File: config.mk
export PLATFORM = sky130hd
export DESIGN_NAME = nec_ir_frame_decoder_core
export DESIGN_NICKNAME = d
export VERILOG_FILES = /design/src/hw/rtl/nec_ir_pkg.sv /design/src/hw/rtl/nec_ir_window.sv /design/src/hw/rtl/nec_ir_fsm.sv /design/src/hw/rtl/nec_ir_frame_decoder_core.sv
export SDC_FILE = /design/constraint.sdc
export NUM_CORES = 1
export LEC_CHECK = 0
export ABC_AREA = 1
export BUFFER_PORTS_ARGS = -buffer_cell sky130_fd_sc_hd__buf_4
export CAP_MARGIN = 20
export CELL_PAD_IN_SITES_DETAIL_PLACEMENT = 0
export CELL_PAD_IN_SITES_GLOBAL_PLACEMENT = 1
export CORE_ASPECT_RATIO = 2
export CORE_UTILIZATION = 40
export CTS_CLUSTER_DIAMETER = 50
export DETAILED_ROUTE_END_ITERATION = 10
export GPL_ROUTABILITY_DRIVEN = 0
export GPL_TIMING_DRIVEN = 0
export MAX_ROUTING_LAYER = met4
export PLACE_DENSITY_LB_ADDON = 0.15
export SETUP_SLACK_MARGIN = 0.15
export SLEW_MARGIN = 20
export SYNTH_ARGS = -nofsm -noshare
export SYNTH_HDL_FRONTEND = slang
export SYNTH_SLANG_ARGS = --single-unit
File: constraint.sdc
create_clock -name clk -period 14.15 [get_ports clk]
set_clock_uncertainty 0.05 [all_clocks]
set_input_delay 4.245 -clock clk [delete_from_list [all_inputs] [get_ports clk]]
set_output_delay 4.245 -clock clk [all_outputs]
set_load 0.1 [all_outputs]
File: src/hw/rtl/nec_ir_pkg.sv
`default_nettype none
package nec_ir_pkg;

  localparam int DUR_W    = 16;
  localparam int DATA_W   = 32;
  localparam int TOL_W    = 7;
  localparam int CFG_IDX_W = 8;
  localparam int IDX_W    = 6;

  localparam int unsigned T_HDR_MARK   = 9000;
  localparam int unsigned T_HDR_SPACE  = 4500;
  localparam int unsigned T_SHORT      = 560;
  localparam int unsigned T_ONE_SPACE  = 1690;
  localparam int unsigned T_REP_SPACE  = 2250;

  localparam logic [TOL_W-1:0] HDR_TOL_RST = 7'd25;
  localparam logic [TOL_W-1:0] BIT_TOL_RST = 7'd30;

  localparam logic [CFG_IDX_W-1:0] CFG_HDR_TOL = 8'd0;
  localparam logic [CFG_IDX_W-1:0] CFG_BIT_TOL = 8'd1;

  localparam logic [2:0] PH_HDR_MARK  = 3'd0;
  localparam logic [2:0] PH_HDR_SPACE = 3'd1;
  localparam logic [2:0] PH_REP_MARK  = 3'd2;
  localparam logic [2:0] PH_BIT_MARK  = 3'd3;
  localparam logic [2:0] PH_BIT_SPACE = 3'd4;
  localparam logic [2:0] PH_TAIL      = 3'd5;
  localparam logic [2:0] PH_DONE      = 3'd6;

  localparam logic [1:0] V_UNDECIDED = 2'd0;
  localparam logic [1:0] V_REPEAT    = 2'd1;
  localparam logic [1:0] V_REJECT    = 2'd2;
  localparam logic [1:0] V_DATA      = 2'd3;

  localparam logic [1:0] ST_FRAME  = 2'd0;
  localparam logic [1:0] ST_REPEAT = 2'd1;
  localparam logic [1:0] ST_REJECT = 2'd2;

  localparam logic [1:0] AHC_MAX = 2'd3;
  localparam logic [1:0] AHC_SHORT_MAX = 2'd2;
  localparam logic [IDX_W-1:0] IDX_LAST = IDX_W'(DATA_W - 1);
  localparam logic [7:0] BYTE_ONES = 8'hFF;

  typedef struct packed {
    logic             is_mark;
    logic [DUR_W-1:0] duration_us;
    logic             last;
  } in_item_t;

  typedef struct packed {
    logic [1:0]  status;
    logic [15:0] address;
    logic [7:0]  command;
    logic        short_address;
  } out_item_t;

  typedef struct packed {
    logic [TOL_W-1:0] hdr_tol;
    logic [TOL_W-1:0] bit_tol;
  } tol_cfg_t;

endpackage
`default_nettype wire

File: src/hw/rtl/nec_ir_window.sv
`default_nettype none
module nec_ir_window
  import nec_ir_pkg::*;
#(
  parameter int unsigned TARGET = 560
) (
  input  wire logic [DUR_W-1:0] dur,
  input  wire logic [TOL_W-1:0] tol,
  output logic                  hit
);

  // |d - t| <= floor(t * p / 100)  <=>  100 * |d - t| <= t * p
  localparam int CMP_W = DUR_W + 7;
  localparam logic [DUR_W-1:0] TGT = DUR_W'(TARGET);

  logic [DUR_W-1:0] diff;
  logic [CMP_W-1:0] diff_x100;
  logic [CMP_W-1:0] limit;

  always_comb begin
    diff      = (dur >= TGT) ? (dur - TGT) : (TGT - dur);
    diff_x100 = CMP_W'(diff) * CMP_W'(100);
    limit     = CMP_W'(TARGET) * CMP_W'(tol);
    hit       = (diff_x100 <= limit);
  end

endmodule
`default_nettype wire

File: src/hw/rtl/nec_ir_fsm.sv
`default_nettype none
module nec_ir_fsm
  import nec_ir_pkg::*;
(
  input  wire logic      clk,
  input  wire logic      rst_n,
  input  wire logic      step,
  input  wire in_item_t  pulse,
  input  wire tol_cfg_t  tol,
  output out_item_t      result
);

  logic [2:0]        ph_r, ph_nxt;
  logic [IDX_W-1:0]  idx_r, idx_nxt;
  logic [DATA_W-1:0] sh_r, sh_nxt;
  logic [1:0]        ahc_r, ahc_nxt;
  logic              fao_r, fao_nxt;
  logic [1:0]        vd_r, vd_nxt;

  logic hit_hm, hit_hs, hit_rs, hit_short, hit_one;
  logic mk;
  logic in_bits;
  logic [7:0] lo, hi, cmd, inv;

  assign mk = pulse.is_mark;

  nec_ir_window #(.TARGET(T_HDR_MARK)) u_win_hm (
    .dur(pulse.duration_us), .tol(tol.hdr_tol), .hit(hit_hm));
  nec_ir_window #(.TARGET(T_HDR_SPACE)) u_win_hs (
    .dur(pulse.duration_us), .tol(tol.hdr_tol), .hit(hit_hs));
  nec_ir_window #(.TARGET(T_REP_SPACE)) u_win_rs (
    .dur(pulse.duration_us), .tol(tol.bit_tol), .hit(hit_rs));
  nec_ir_window #(.TARGET(T_SHORT)) u_win_short (
    .dur(pulse.duration_us), .tol(tol.bit_tol), .hit(hit_short));
  nec_ir_window #(.TARGET(T_ONE_SPACE)) u_win_one (
    .dur(pulse.duration_us), .tol(tol.bit_tol), .hit(hit_one));

  always_comb begin
    ph_nxt  = ph_r;
    idx_nxt = idx_r;
    sh_nxt  = sh_r;
    ahc_nxt = ahc_r;
    fao_nxt = fao_r;
    vd_nxt  = vd_r;
    unique case (ph_r) inside
      PH_HDR_MARK: begin
        if (mk && hit_hm) begin
          ph_nxt = PH_HDR_SPACE;
        end else begin
          vd_nxt = V_REJECT;
          ph_nxt = PH_DONE;
        end
      end
      PH_HDR_SPACE: begin
        // repeat space wins when both windows match
        if (!mk && hit_rs) begin
          ph_nxt = PH_REP_MARK;
        end else if (!mk && hit_hs) begin
          ph_nxt  = PH_BIT_MARK;
          idx_nxt = '0;
          sh_nxt  = '0;
          ahc_nxt = '0;
          fao_nxt = 1'b0;
        end else begin
          vd_nxt = V_REJECT;
          ph_nxt = PH_DONE;
        end
      end
      PH_REP_MARK: begin
        vd_nxt = (mk && hit_short) ? V_REPEAT : V_REJECT;
        ph_nxt = PH_DONE;
      end
      PH_BIT_MARK, PH_BIT_SPACE, PH_TAIL: begin
        if (ahc_r == '0) begin
          fao_nxt = mk && hit_short;
        end
        if (ahc_r != AHC_MAX) begin
          ahc_nxt = ahc_r + 2'd1;
        end
        if (ph_r == PH_BIT_MARK) begin
          if (mk && hit_short) begin
            ph_nxt = PH_BIT_SPACE;
          end else begin
            vd_nxt = V_REJECT;
            ph_nxt = PH_TAIL;
          end
        end else if (ph_r == PH_BIT_SPACE) begin
          if (mk || (!hit_one && !hit_short)) begin
            vd_nxt = V_REJECT;
            ph_nxt = PH_TAIL;
          end else begin
            if (hit_one) begin
              sh_nxt[idx_r[4:0]] = 1'b1;
            end
            idx_nxt = idx_r + 6'd1;
            if (idx_r == IDX_LAST) begin
              vd_nxt = V_DATA;
              ph_nxt = PH_TAIL;
            end else begin
              ph_nxt = PH_BIT_MARK;
            end
          end
        end
      end
      default: ;
    endcase
  end

  // result as seen after this pulse
  always_comb begin
    lo  = sh_nxt[7:0];
    hi  = sh_nxt[15:8];
    cmd = sh_nxt[23:16];
    inv = sh_nxt[31:24];
    in_bits = (ph_nxt == PH_BIT_MARK) || (ph_nxt == PH_BIT_SPACE) || (ph_nxt == PH_TAIL);
    result = '{status: ST_REJECT, address: 16'd0, command: 8'd0, short_address: 1'b0};
    if (in_bits) begin
      if (ahc_nxt <= AHC_SHORT_MAX) begin
        result.status = fao_nxt ? ST_REPEAT : ST_REJECT;
      end else if (vd_nxt == V_DATA && inv == (cmd ^ BYTE_ONES)) begin
        result.status  = ST_FRAME;
        result.command = cmd;
        if (hi == (lo ^ BYTE_ONES)) begin
          result.short_address = 1'b1;
          result.address       = {8'd0, lo};
        end else begin
          result.address = {hi, lo};
        end
      end
    end else if (vd_nxt == V_REPEAT) begin
      result.status = ST_REPEAT;
    end
  end

  always_ff @(posedge clk) begin
    if (!rst_n || (step && pulse.last)) begin
      ph_r  <= PH_HDR_MARK;
      idx_r <= '0;
      sh_r  <= '0;
      ahc_r <= '0;
      fao_r <= 1'b0;
      vd_r  <= V_UNDECIDED;
    end else if (step) begin
      ph_r  <= ph_nxt;
      idx_r <= idx_nxt;
      sh_r  <= sh_nxt;
      ahc_r <= ahc_nxt;
      fao_r <= fao_nxt;
      vd_r  <= vd_nxt;
    end
  end

  a_clear_on_last: assert property (@(posedge clk) disable iff (!rst_n)
    step && pulse.last |=> ph_r == PH_HDR_MARK && vd_r == V_UNDECIDED && ahc_r == '0)
    else $error("frame state not cleared after last pulse");

  a_data_full: assert property (@(posedge clk) disable iff (!rst_n)
    vd_r == V_DATA |-> idx_r == IDX_W'(DATA_W) && ph_r == PH_TAIL)
    else $error("data verdict without all bits");

  a_idx_bound: assert property (@(posedge clk) disable iff (!rst_n)
    (ph_r == PH_BIT_MARK || ph_r == PH_BIT_SPACE) |-> idx_r < IDX_W'(DATA_W))
    else $error("bit index out of range while collecting");

endmodule
`default_nettype wire

File: src/hw/rtl/nec_ir_frame_decoder_core.sv
`default_nettype none
// A frame's result is registered when its last pulse advances. Throughput: one pulse
//   per cycle, a last pulse stalling while a result is pending; the window compares and
//   frame state update sit in a single stage between the input and result registers.
// Reset (rst_n low, synchronous): frame state returns to expecting a header mark,
//   both item valids clear, tolerances return to 25 and 30 percent.
module nec_ir_frame_decoder_core
  import nec_ir_pkg::*;
(
  input  wire logic                 clk,
  input  wire logic                 rst_n,
  input  wire logic                 in_valid,
  output logic                      in_ready,
  input  wire in_item_t             in_item,
  output logic                      out_valid,
  input  wire logic                 out_ready,
  output out_item_t                 out_item,
  input  wire logic                 cfg_valid,
  output logic                      cfg_ready,
  input  wire logic [CFG_IDX_W-1:0] cfg_index,
  input  wire logic [TOL_W-1:0]     cfg_data
);

  logic      in_valid_r;
  in_item_t  in_item_r;
  logic      out_valid_r;
  out_item_t out_item_r;
  tol_cfg_t  tol_r;
  out_item_t result;
  logic      adv;

  assign adv       = in_valid_r && (!in_item_r.last || !out_valid_r || out_ready);
  assign in_ready  = !in_valid_r || adv;
  assign cfg_ready = 1'b1;
  assign out_valid = out_valid_r;
  assign out_item  = out_item_r;

  nec_ir_fsm u_fsm (
    .clk    (clk),
    .rst_n  (rst_n),
    .step   (adv),
    .pulse  (in_item_r),
    .tol    (tol_r),
    .result (result)
  );

  always_ff @(posedge clk) begin
    if (!rst_n) begin
      in_valid_r  <= 1'b0;
      out_valid_r <= 1'b0;
      tol_r       <= '{hdr_tol: HDR_TOL_RST, bit_tol: BIT_TOL_RST};
    end else begin
      if (in_ready) begin
        in_valid_r <= in_valid;
      end
      if (adv && in_item_r.last) begin
        out_valid_r <= 1'b1;
      end else if (out_ready) begin
        out_valid_r <= 1'b0;
      end
      if (cfg_valid) begin
        if (cfg_index == CFG_HDR_TOL) begin
          tol_r.hdr_tol <= cfg_data;
        end else if (cfg_index == CFG_BIT_TOL) begin
          tol_r.bit_tol <= cfg_data;
        end
      end
    end
  end

  always_ff @(posedge clk) begin
    if (in_valid && in_ready) begin
      in_item_r <= in_item;
    end
    if (adv && in_item_r.last) begin
      out_item_r <= result;
    end
  end

  a_result_from_last: assert property (@(posedge clk) disable iff (!rst_n)
    $rose(out_valid_r) |-> $past(adv && in_item_r.last))
    else $error("result raised without a last pulse");

  a_ready_when_empty: assert property (@(posedge clk) disable iff (!rst_n)
    !in_valid_r |-> in_ready)
    else $error("input stage empty but not ready");

  a_no_overwrite: assert property (@(posedge clk) disable iff (!rst_n)
    out_valid_r && !out_ready |-> !(adv && in_item_r.last))
    else $error("pending result overwritten");

endmodule
`default_nettype wire
# == After elaboration in Yosys (flattened, before gate mapping) ==
# Index checks and enable logic that the tools add are counted.
# Widths: inputs -> output; s select.
# totals
regBits,107
input_bits,38
out_inout_bits,30
elab_cells,170
# op_classes
n_addsub,12
n_mul,10
order_cmp,13
n_eq_ne,20
muxes,56
bitwise_logic,6
reduce_logical,35
# op_table
operator,n
$mux 32,6
$mul 16x5->21 const B,5
$mux 16,6
$pmux 32 s2,1
$mul 11x7->18 const A,3
$mux 2,16
$or 32x32->32,1
$mux 6,5
$mux 27,1
$le 23x17->1,1
$le 23x18->1,1
$le 23x19->1,1
$le 23x20->1,1
$le 23x21->1,1
$mux 3,7
$mul 10x7->17 const A,1
$eq 8x8->1,2
$ge 16x10->1 const B,1
$ge 16x11->1 const B,1
$ge 16x12->1 const B,1
$ge 16x13->1 const B,1
$ge 16x14->1 const B,1
$not 8->8,2
$sub 10x16->16 const A,1
other kinds (44),85

# == Logic depth before layout (Yosys ltp) ==
# Gate-level depths: netlist of the first run.
# logic_depth
depth_word,17
ltp_mapped,53

# == Modules after synthesis ==
# Synthesis of the first run repeated with hierarchy kept, for this count alone.
# hier_totals
cells_unflattened,3756
area_unflattened_um2,25513.2
# by_module_without_submodules
mod,n_inst,cells_per_inst,area_each_um2,seq_area_each_um2
nec_ir_window at u_fsm.u_win_rs,1,635,4184.0,0.0
nec_ir_window at u_fsm.u_win_hs,1,636,4156.5,0.0
nec_ir_window at u_fsm.u_win_one,1,607,4142.7,0.0
nec_ir_window at u_fsm.u_win_hm,1,592,3983.8,0.0
nec_ir_fsm,1,596,3522.1,920.9
nec_ir_window at u_fsm.u_win_short,1,541,3419.5,0.0
nec_ir_frame_decoder_core,1,149,2104.5,1671.6

# == Worst setup path before layout of the first run ==
# No wires, ideal clock.
# synth_timing
path_kind,input-to-output
startpoint,in out_ready
endpoint,out in_ready
arrival_time_ns,5.169
setup_slack_ns,4.686
stages,2
path_buffers,0
path_cell_list,nor2_1 > nand3_1
# synth_between
elab_chain_len,3
# synth_lines
element,line,rtl
from (decl),nec_ir_frame_decoder_core.sv:16,"input wire logic out_ready,"
$logic_or 1x1->1,nec_ir_frame_decoder_core.sv:32,assign adv = in_valid_r && (!in_item_r.last || !out_valid_r || out_ready);
$logic_and 1x1->1,nec_ir_frame_decoder_core.sv:32,
$logic_or 1x1->1,nec_ir_frame_decoder_core.sv:33,assign in_ready = !in_valid_r || adv;
to (decl),nec_ir_frame_decoder_core.sv:13,"output logic in_ready,"
# No other way between the ends.

# == Worst setup path after layout of the first run ==
# layout_timing
startpoint,reg in_item_r[13] (netlist name)
endpoint,"reg out_item_r, in the netlist out_item[17], data pin"
# layout_between
elab_chain_len,16
word_cells_on_any_way,80
# layout_lines
element,line,rtl
from (decl),nec_ir_frame_decoder_core.sv:25,in_item_t in_item_r;
from (signal assigned),nec_ir_frame_decoder_core.sv:73,in_item_r <= in_item;
"$sub 11x16->16, or another cell as far along",nec_ir_window.sv:21,diff = (dur >= TGT) ? (dur - TGT) : (TGT - dur);
$mux 16,nec_ir_window.sv:21,
$mul 16x5->21,nec_ir_window.sv:22,diff_x100 = CMP_W'(diff) * CMP_W'(100);
$le 23x18->1 / $le 23x17->1 (equally long branches),nec_ir_window.sv:24,hit = (diff_x100 <= limit);
$logic_not 1->1,nec_ir_fsm.sv:88,if (mk || (!hit_one && !hit_short)) begin
$logic_and 1x1->1,nec_ir_fsm.sv:88,
$logic_or 1x1->1,nec_ir_fsm.sv:88,
$mux 32 / $mux 3 (equally long branches),nec_ir_fsm.sv:88,
$mux 32 / $mux 3 (equally long branches),nec_ir_fsm.sv:87,end else if (ph_r == PH_BIT_SPACE) begin
$mux 32 / $mux 3 (equally long branches),nec_ir_fsm.sv:80,if (ph_r == PH_BIT_MARK) begin
$pmux 32 s2 / $pmux 3 s4 (equally long branches),nec_ir_fsm.sv:45,unique case (ph_r) inside
"$not 8->8 (no source line), or another cell as far along",n/a,
$eq 8x8->1 / $logic_or 1x1->1 (equally long branches),"nec_ir_fsm.sv:120, nec_ir_fsm.sv:115",
$logic_and 1x1->1 / $logic_or 1x1->1 (equally long branches),"nec_ir_fsm.sv:120, nec_ir_fsm.sv:115",
$not 1->1 (no source line),n/a,
$reduce_or 4->1 (no source line),n/a,
to (signal assigned),nec_ir_frame_decoder_core.sv:76,out_item_r <= result;
to (decl),nec_ir_frame_decoder_core.sv:27,out_item_t out_item_r;
# Several ways; a longest one is shown, not always the timed one.
# A chain may end at the register's enable or synchronous reset.

==> results of run 1 <==
-- layout make-up --
class	count	area (sq um)	area share (%)
multi-input combinational	2256	16400	70.9
sequential	107	2590	11.2
clock buffer	9	225	0.973
inverter	609	2290	9.88
clock inverter	7	83.8	0.362
buffer	43	196	0.849
timing repair buffer	67	523	2.26
tap	665	832	3.60
-- final timing paths --
check,start,to,slack (ns),cells after the start
max,in_item_r[13],out_item[17],4.41,42
min,u_fsm.sh_r[1],u_fsm.sh_r[1],0.46,2
max reg2reg,in_item_r[13],out_item[17],4.41,42
min reg2reg,u_fsm.sh_r[1],u_fsm.sh_r[1],0.46,2
-- synth_stat cells (3+ instances only) --
| master | number | share of area (%) |
|---|---|---|
| and3_1 | 5 | 0.15 |
| mux2i_1 | 6 | 0.28 |
| o21ai_0 | 143 | 3.3 |
| a21boi_0 | 3 | 0.10 |
| inv_2 | 9 | 0.16 |
| a21o_1 | 8 | 0.28 |
| nand3_1 | 108 | 2.5 |
| buf_6 | 3 | 0.16 |
| a21oi_1 | 189 | 4.4 |
| nor2_4 | 3 | 0.16 |
| nor2_1 | 209 | 3.7 |
| o21bai_1 | 25 | 0.87 |
| xnor2_1 | 35 | 1.4 |
| buf_2 | 7 | 0.16 |
| fa_1 | 81 | 7.5 |
| nor2_2 | 14 | 0.41 |
| clkinv_1 | 6 | 0.10 |
| a21oi_2 | 5 | 0.20 |
| inv_1 | 594 | 10 |
| or2_2 | 4 | 0.12 |
| nand2_2 | 7 | 0.20 |
| a211oi_1 | 12 | 0.42 |
| o211ai_1 | 20 | 0.70 |
| xor2_1 | 136 | 5.5 |
| nand4_1 | 34 | 0.99 |
| o221ai_1 | 3 | 0.12 |
| edfxtp_1 | 45 | 6.3 |
| nor4_1 | 6 | 0.17 |
| nand3b_1 | 14 | 0.49 |
| dfxtp_1 | 62 | 5.8 |
| nand2_1 | 600 | 10 |
| ha_1 | 495 | 29 |
| o31ai_1 | 6 | 0.21 |
| nor3_1 | 29 | 0.68 |
| o22ai_1 | 7 | 0.20 |
| clkbuf_1 | 30 | 0.52 |
| a31oi_1 | 15 | 0.44 |
| nand3_2 | 8 | 0.37 |
-- layer usage --
layer	up-vias	share of wire (%)
li1	9924	-
met2	473	56
met4	0	6.1
met5	-	0
met3	191	2.9
met1	9100	35
-- state kept, by name, summed over array words and instances (netlist names), 2 cells and up --
register / flops
u_fsm.sh_r: 32
out_item: 27
in_item_r: 18
tol_r: 14
u_fsm.idx_r: 6
u_fsm.ph_r: 3
u_fsm.ahc_r: 2
u_fsm.vd_r: 2
-- tightest hold or removal path: stages, from the launching register on --
cell and delay (ns):
dfxtp_1 0.34, o211ai_1 0.09, inv_1 0.05
-- through the flow --
step	total power, mW	util, %	cell area [sq um]	setup slack (ns)	cells
3_5_place_dp	2.98	43.1	22800	4.58	3746
2_1_floorplan	2.30	-	21500	4.69	3015
3_3_place_gp	2.95	43.1	22800	4.52	3746
6_report	3.23	43.8	23100	4.41	3763
4_1_cts	3.27	43.7	23100	4.52	3762
5_1_grt	3.66	43.8	23100	3.73	3763
-- logic make-up (layout without fill, tap and decap cells) --
family,count (synthesis),after routing
AND/OR/NAND/NOR,1049,1049
buffers and inverters,652,735
adder cells (fa/ha/maj),576,576
AO/OA/AOI/OAI,453,453
XOR/XNOR,171,171
flip-flops,107,107
multiplexers,6,6
other,1,1
-- power groups by stage --
stage | combinational, mW | clock, mW | sequential, mW
5_1_grt | 3.02 | 0.291 | 0.349
6_report | 2.61 | 0.273 | 0.347
3_5_place_dp | 2.63 | 0 | 0.354
4_1_cts | 2.65 | 0.282 | 0.347
2_1_floorplan | 1.93 | 0 | 0.369
3_3_place_gp | 2.59 | 0 | 0.354
==> metrics.cfg, run 1 <==
[run_status]
outcome=finished with violations
violations=design-rule violations

[yosys]
synth_top_family_by_area=adder cells
ys.flop_type=dfxtp_1
yosysUniqueCellTypes=59
synth.avg_cell_area_sq_um=7.12
syn-num-nets=3629
yosys_warnings=0
postSynth.asyncResetShare_pct=0
synthCells=3015
synthAdderAreaFrac_pct=36.4
synth-seq-cells=107
synth-compound-area-share_pct=12.0
synthMuxAreaShare_pct=0.280
synth-simple-area-share_pct=20.8
synth.cell_area_sq_um=21500
yosys.area_share.xor_xnor_pct=6.97
synth_edf_count=45
ys_seq_area_share_pct=12.1

[setup_path]
critical-path-top-delay-family=simple AND/OR/NAND/NOR gates
crit_buf_inv=9
required_ns=14.24
critical-path-slowest-cell=nor3_1
crit_path_end_kind=register
critPathKind=register to register
cp-start-kind=register
worstPathMaxFanout=10
cp_slowest_stage_delay_ns=0.58
arrival_ns=9.83
cp_common_cell=nand2_1

[layout]
drive_above_1_share_pct=4.87
fin_nets=3707
diodes=0
mostFrequentLayoutCell=nand2_1
final_cell_mix=nand2_1 (600), inv_1 (593), ha_1 (495)
nFillCells=5584
syn_to_final_growth_pct=7.75

[grt]
met2_usage_pct=51.8
met1_usage_pct=23.6
antenna_found_initial=0
grt.total_usage_pct=25.9
grt_use_met3_pct=2.12
grt_first_pass_wirelength_um=107000
grt_pass1_vias=20600
grt_max_degree=29
grt-ovfl-total=0
grt-busiest-layer=met2

[timing]
fin_setup_tns_ns=0
post-route-period-util_pct=68.9
fin_crit_ns=9.74
worst_pin_slew_ns=1.06
drv_slew=0
max_slew_margin_pct=28.3
setup_viol_count_final=0
grt_setup_unrepaired=no
holdWs_ns=0.457
max_freq_mhz=103
hold_viol_final=0

[detailed_routing]
post_drt_wl_per_cell_um=17.9
post-route-drc-count=3
first_iter_violations=993
vias=19700
wl_um=67500
drt.antenna.violating_nets=0
vias_per_cell=5.23
dr.pass1.iters=8

[clocking]
clockBufferDepth=2
cts_hold_buf=0
cts-root-buf=clkbuf_16
post_cts_buffers=0
cts_tree=done
clock_sinks=107
cts_buffers=9
clk_latency_ns=0.39
cts_resized=0
path_clk_slew_ns=0.08
cts_max_level=3

[die]
chipWidth_um=166
core_sq_um=52900
die_h_um=330
num_io_pins=68
initial_core_util_pct=40.6
die_area_sq_um=54700
rows=119

[pwr]
p_int_mw=1.43
p_clk_share_pct=8.5
p_leak_nw=12.7
pwr-share-comb_pct=80.8
swShare_pct=55.8
ir_drop_v=0.0000845
sequentialPowerShare_pct=10.8
powerDensity_nw_per_um2=139
switchingPower_mw=1.80

[flow_run]
maxCapViolations=0

[place]
hpwl_um=58200
io_buffer_count=66

[hold_path]
min_path_type=register to register

(Power assumes the default switching activity.)
==> inputs of run 2 (changes only) <==
--- a/config.mk
+++ b/config.mk
@@ -5,7 +5,7 @@
 export SDC_FILE = /design/constraint.sdc
 export NUM_CORES = 1
 export LEC_CHECK = 0
-export ABC_AREA = 1
+export ABC_AREA = 0
 export BUFFER_PORTS_ARGS = -buffer_cell sky130_fd_sc_hd__buf_4
 export CAP_MARGIN = 20
 export CELL_PAD_IN_SITES_DETAIL_PLACEMENT = 0
==> constraint.sdc (replaced) <==
create_clock -name clk -period 9.9 [get_ports clk]
set_clock_uncertainty 0.05 [all_clocks]
set_input_delay 2.97 -clock clk [delete_from_list [all_inputs] [get_ports clk]]
set_output_delay 2.97 -clock clk [all_outputs]
set_load 0.1 [all_outputs]
==> run 2 against run 1 <==
Effect of this change: the run still ends with design-rule violations left; critical path type unchanged; critical path depth is 8 lower; largest cell class unchanged; fmax grew 4.4%; die area down 0.14%.
==> metrics.cfg, run 2 <==
[run_status]
outcome=finished with violations  ; unchanged
violations=design-rule violations  ; unchanged

[setup_path]
required_ns=10.06  ; was 14.24 ns
cp-start-kind=register  ; unchanged
arrival_ns=9.49  ; was 9.83 ns
critical-path-slowest-cell=clkbuf_1  ; was nor3_1
worstPathMaxFanout=10  ; unchanged
critPathKind=register to register  ; unchanged
crit_path_end_kind=register  ; unchanged
cp_slowest_stage_delay_ns=0.67  ; was 0.58 ns
crit_buf_inv=7  ; was 9
cp_common_cell=ha_1  ; was nand2_1
critical-path-top-delay-family=simple AND/OR/NAND/NOR gates  ; unchanged

[die]
rows=119  ; unchanged
die_area_sq_um=54600  ; was 54700 sq um
die_h_um=329  ; was 330 um
num_io_pins=68  ; unchanged
core_sq_um=52900  ; unchanged
initial_core_util_pct=40.6  ; about the same
chipWidth_um=166  ; about the same

[clocking]
clk_latency_ns=0.40  ; was 0.39 ns
clockBufferDepth=2  ; unchanged
cts_max_level=3  ; unchanged
cts_buffers=9  ; unchanged
cts_tree=done  ; unchanged
cts_hold_buf=0  ; unchanged
clock_sinks=107  ; unchanged
cts-root-buf=clkbuf_16  ; unchanged
path_clk_slew_ns=0.08  ; about the same

[layout]
fin_nets=3341  ; was 3707
syn_to_final_growth_pct=10.5  ; was 7.75%
design_area_sq_um=23700  ; was 23100 sq um
final_cell_count_no_fill=3397  ; was 3763
drive_above_1_share_pct=9.66  ; was 4.87%
diodes=0  ; unchanged
mostFrequentLayoutCell=ha_1  ; was nand2_1
largest_reg_flops=32  ; unchanged
regMostFlops=u_fsm.sh_r  ; unchanged
final_cell_mix=ha_1 (493), inv_1 (349), a21oi_1 (210)  ; was nand2_1 (600), inv_1 (593), ha_1 (495)

[yosys]
synth_commonest_cells=ha_1 (495), inv_1 (352), a21oi_1 (213), nand2_1 (178), nor2_1 (155)  ; was nand2_1 (600), inv_1 (594), ha_1 (495), nor2_1 (209), a21oi_1 (189)
postSynth.asyncResetShare_pct=0  ; unchanged
ys.flop_type=dfxtp_1  ; unchanged
ys_top_cells_by_area=ha_1 (29%), fa_1 (7.6%), edfxtp_1 (6.3%), inv_1 (6.2%), dfxtp_1 (5.8%)  ; was ha_1 (29%), nand2_1 (10%), inv_1 (10%), fa_1 (7.5%), edfxtp_1 (6.3%)
yosysUniqueCellTypes=104  ; was 59
synthCells=2616  ; was 3015
synth-seq-cells=107  ; unchanged
synth_edf_count=45  ; unchanged
synth.avg_cell_area_sq_um=8.20  ; was 7.12 sq um
ys_seq_area_share_pct=12.1  ; about the same
synth_top_area_share_pct=28.9  ; was 28.8%
yosys_warnings=0  ; unchanged
synth.most_common_cell=ha_1  ; was nand2_1
syn-num-nets=3230  ; was 3629
synth_top_area_cell=ha_1  ; unchanged
synth.cell_area_sq_um=21400  ; was 21500 sq um

[grt]
grt_max_degree=29  ; unchanged
grt_first_pass_wirelength_um=103000  ; was 107000 um
grt_pass1_vias=19600  ; was 20.6k
grt-ovfl-total=0  ; unchanged
grt.total_usage_pct=25.1  ; was 25.9%
antenna_found_initial=0  ; unchanged

[timing]
worst_pin_slew_ns=1.26  ; was 1.06 ns
grt_setup_unrepaired=yes  ; was no
post-route-period-util_pct=94.3  ; was 68.9%
hold_viol_final=0  ; unchanged
fin_crit_ns=9.33  ; was 9.74 ns
max_slew_margin_pct=15.5  ; was 28.3%
max_freq_mhz=107  ; was 103 MHz
setup_viol_count_final=0  ; unchanged
drv_slew=0  ; unchanged

[pwr]
powerDensity_nw_per_um2=190  ; was 139 nW/um^2
ir_drop_v=0.000114  ; was 0.0000845 V
p_leak_nw=11.3  ; was 12.7 nW

[detailed_routing]
dr.pass1.iters=10  ; was 8
post-route-drc-count=4  ; was 3
first_iter_violations=1073  ; was 993
post_drt_wl_per_cell_um=19.5  ; was 17.9 um
drt.antenna.violating_nets=0  ; unchanged
vias=19100  ; was 19.7k
wl_um=66400  ; was 67500 um
vias_per_cell=5.62  ; was 5.23

[flow_run]
maxCapViolations=0  ; unchanged

[place]
io_buffer_count=65  ; was 66
dpl_cell_area_sq_um=22800  ; about the same
hpwl_um=55900  ; was 58200 um
place_inst=3348  ; was 3746

[hold_path]
min_path_type=register to register  ; unchanged

## run 2: cell count changes after synthesis, moves of 37 or more
cell / previous run / this run
nand2_1: 600 / 178
inv_1: 594 / 352
xnor2_1: 35 / 111
xor2_1: 136 / 60
nor2_1: 209 / 155
nand3_1: 108 / 56
nand2b_1: 0 / 37
## run 2: timing repair
| item | in CTS | in global routing |
|---|---|---|
| pin swaps | 3 | 11 |
| gates resized for setup | 28 | 51 |
| gates cloned | 0 | 0 |
| setup endpoints to repair | 72 | 61 |
| setup buffers | 12 | 21 |
## run 2: worst register-to-register path: cells and delay by family, from the launching register on
family                   cells  cell delay (ns)
AND/OR/NAND/NOR             12             2.49
XOR/XNOR                     2             0.34
AO/OA/AOI/OAI                7             2.14
buffers and inverters        7             1.49
flip-flops                   1             0.52
multiplexers                 1             0.33
adder cells (fa/ha/maj)      5             1.79
## run 2: stage by stage
step / worst slack [ns] / util, % / power [mW] / setup TNS [ns] / hold slack, ns
2_1_floorplan: 1.30 / - / 3.22 / 0 / 0.387
3_3_place_gp: -1.33 / 43.1 / 3.97 / -56.41 / 0.405
3_5_place_dp: -1.29 / 43.2 / 4.03 / -53.51 / 0.418
4_1_cts: 0.109 / 44.1 / 4.49 / 0 / 0.431
5_1_grt: 0.109 / 44.8 / 5.02 / 0 / 0.455
6_report: 0.568 / 44.8 / 4.50 / 0 / 0.432
## run 2: path summary, 6_finish.rpt
| check | start | endpoint | slack, ns | cells after the start |
|---|---|---|---|---|
| setup / recovery | in_item_r[12] | out_item[7] | 0.57 | 34 |
| hold / removal | u_fsm.sh_r[24] | u_fsm.sh_r[24] | 0.43 | 2 |
| setup reg to reg | in_item_r[12] | out_item[7] | 0.57 | 34 |
| hold reg to reg | u_fsm.sh_r[24] | u_fsm.sh_r[24] | 0.43 | 2 |
## run 2: layer usage
metal  wire length (um)  track usage, %  part of all wire (%)
met5                  0               -                     0
met1              23900            23.5                    36
met3               1630            1.56                   2.5
met4               4000            14.3                   6.0
met2              36900            50.0                    56
## run 2: area by class of cell
cell class | count | area [sq um]
multi-input cells | 2072 | 17400
plain buffers | 83 | 412
inverters | 354 | 1340
clock inverters | 6 | 56.3
clock buffers | 10 | 229
fillers | 5393 | 29200
well taps | 665 | 832
flip-flops and latches | 107 | 2590
repair buffers | 100 | 796
## run 2: cell families after synthesis
group	count (synthesis)	share of synthesized area [%]
and+or+nand+nor	652	15.6
AOI/OAI and AO/OA	634	19.1
adders and majority gates	576	36.4
buffers and inverters	437	7.97
xor gates and xnor gates	171	6.98
DFF	107	12.1
muxes	38	1.83
other	1	0.0175
## run 2: power by group
| part | switching [mW] | total, mW | internal (mW) |
|---|---|---|---|
| registers | 0.0105 | 0.477 | 0.467 |
| logic | 2.13 | 3.64 | 1.51 |
| clock network | 0.204 | 0.382 | 0.177 |
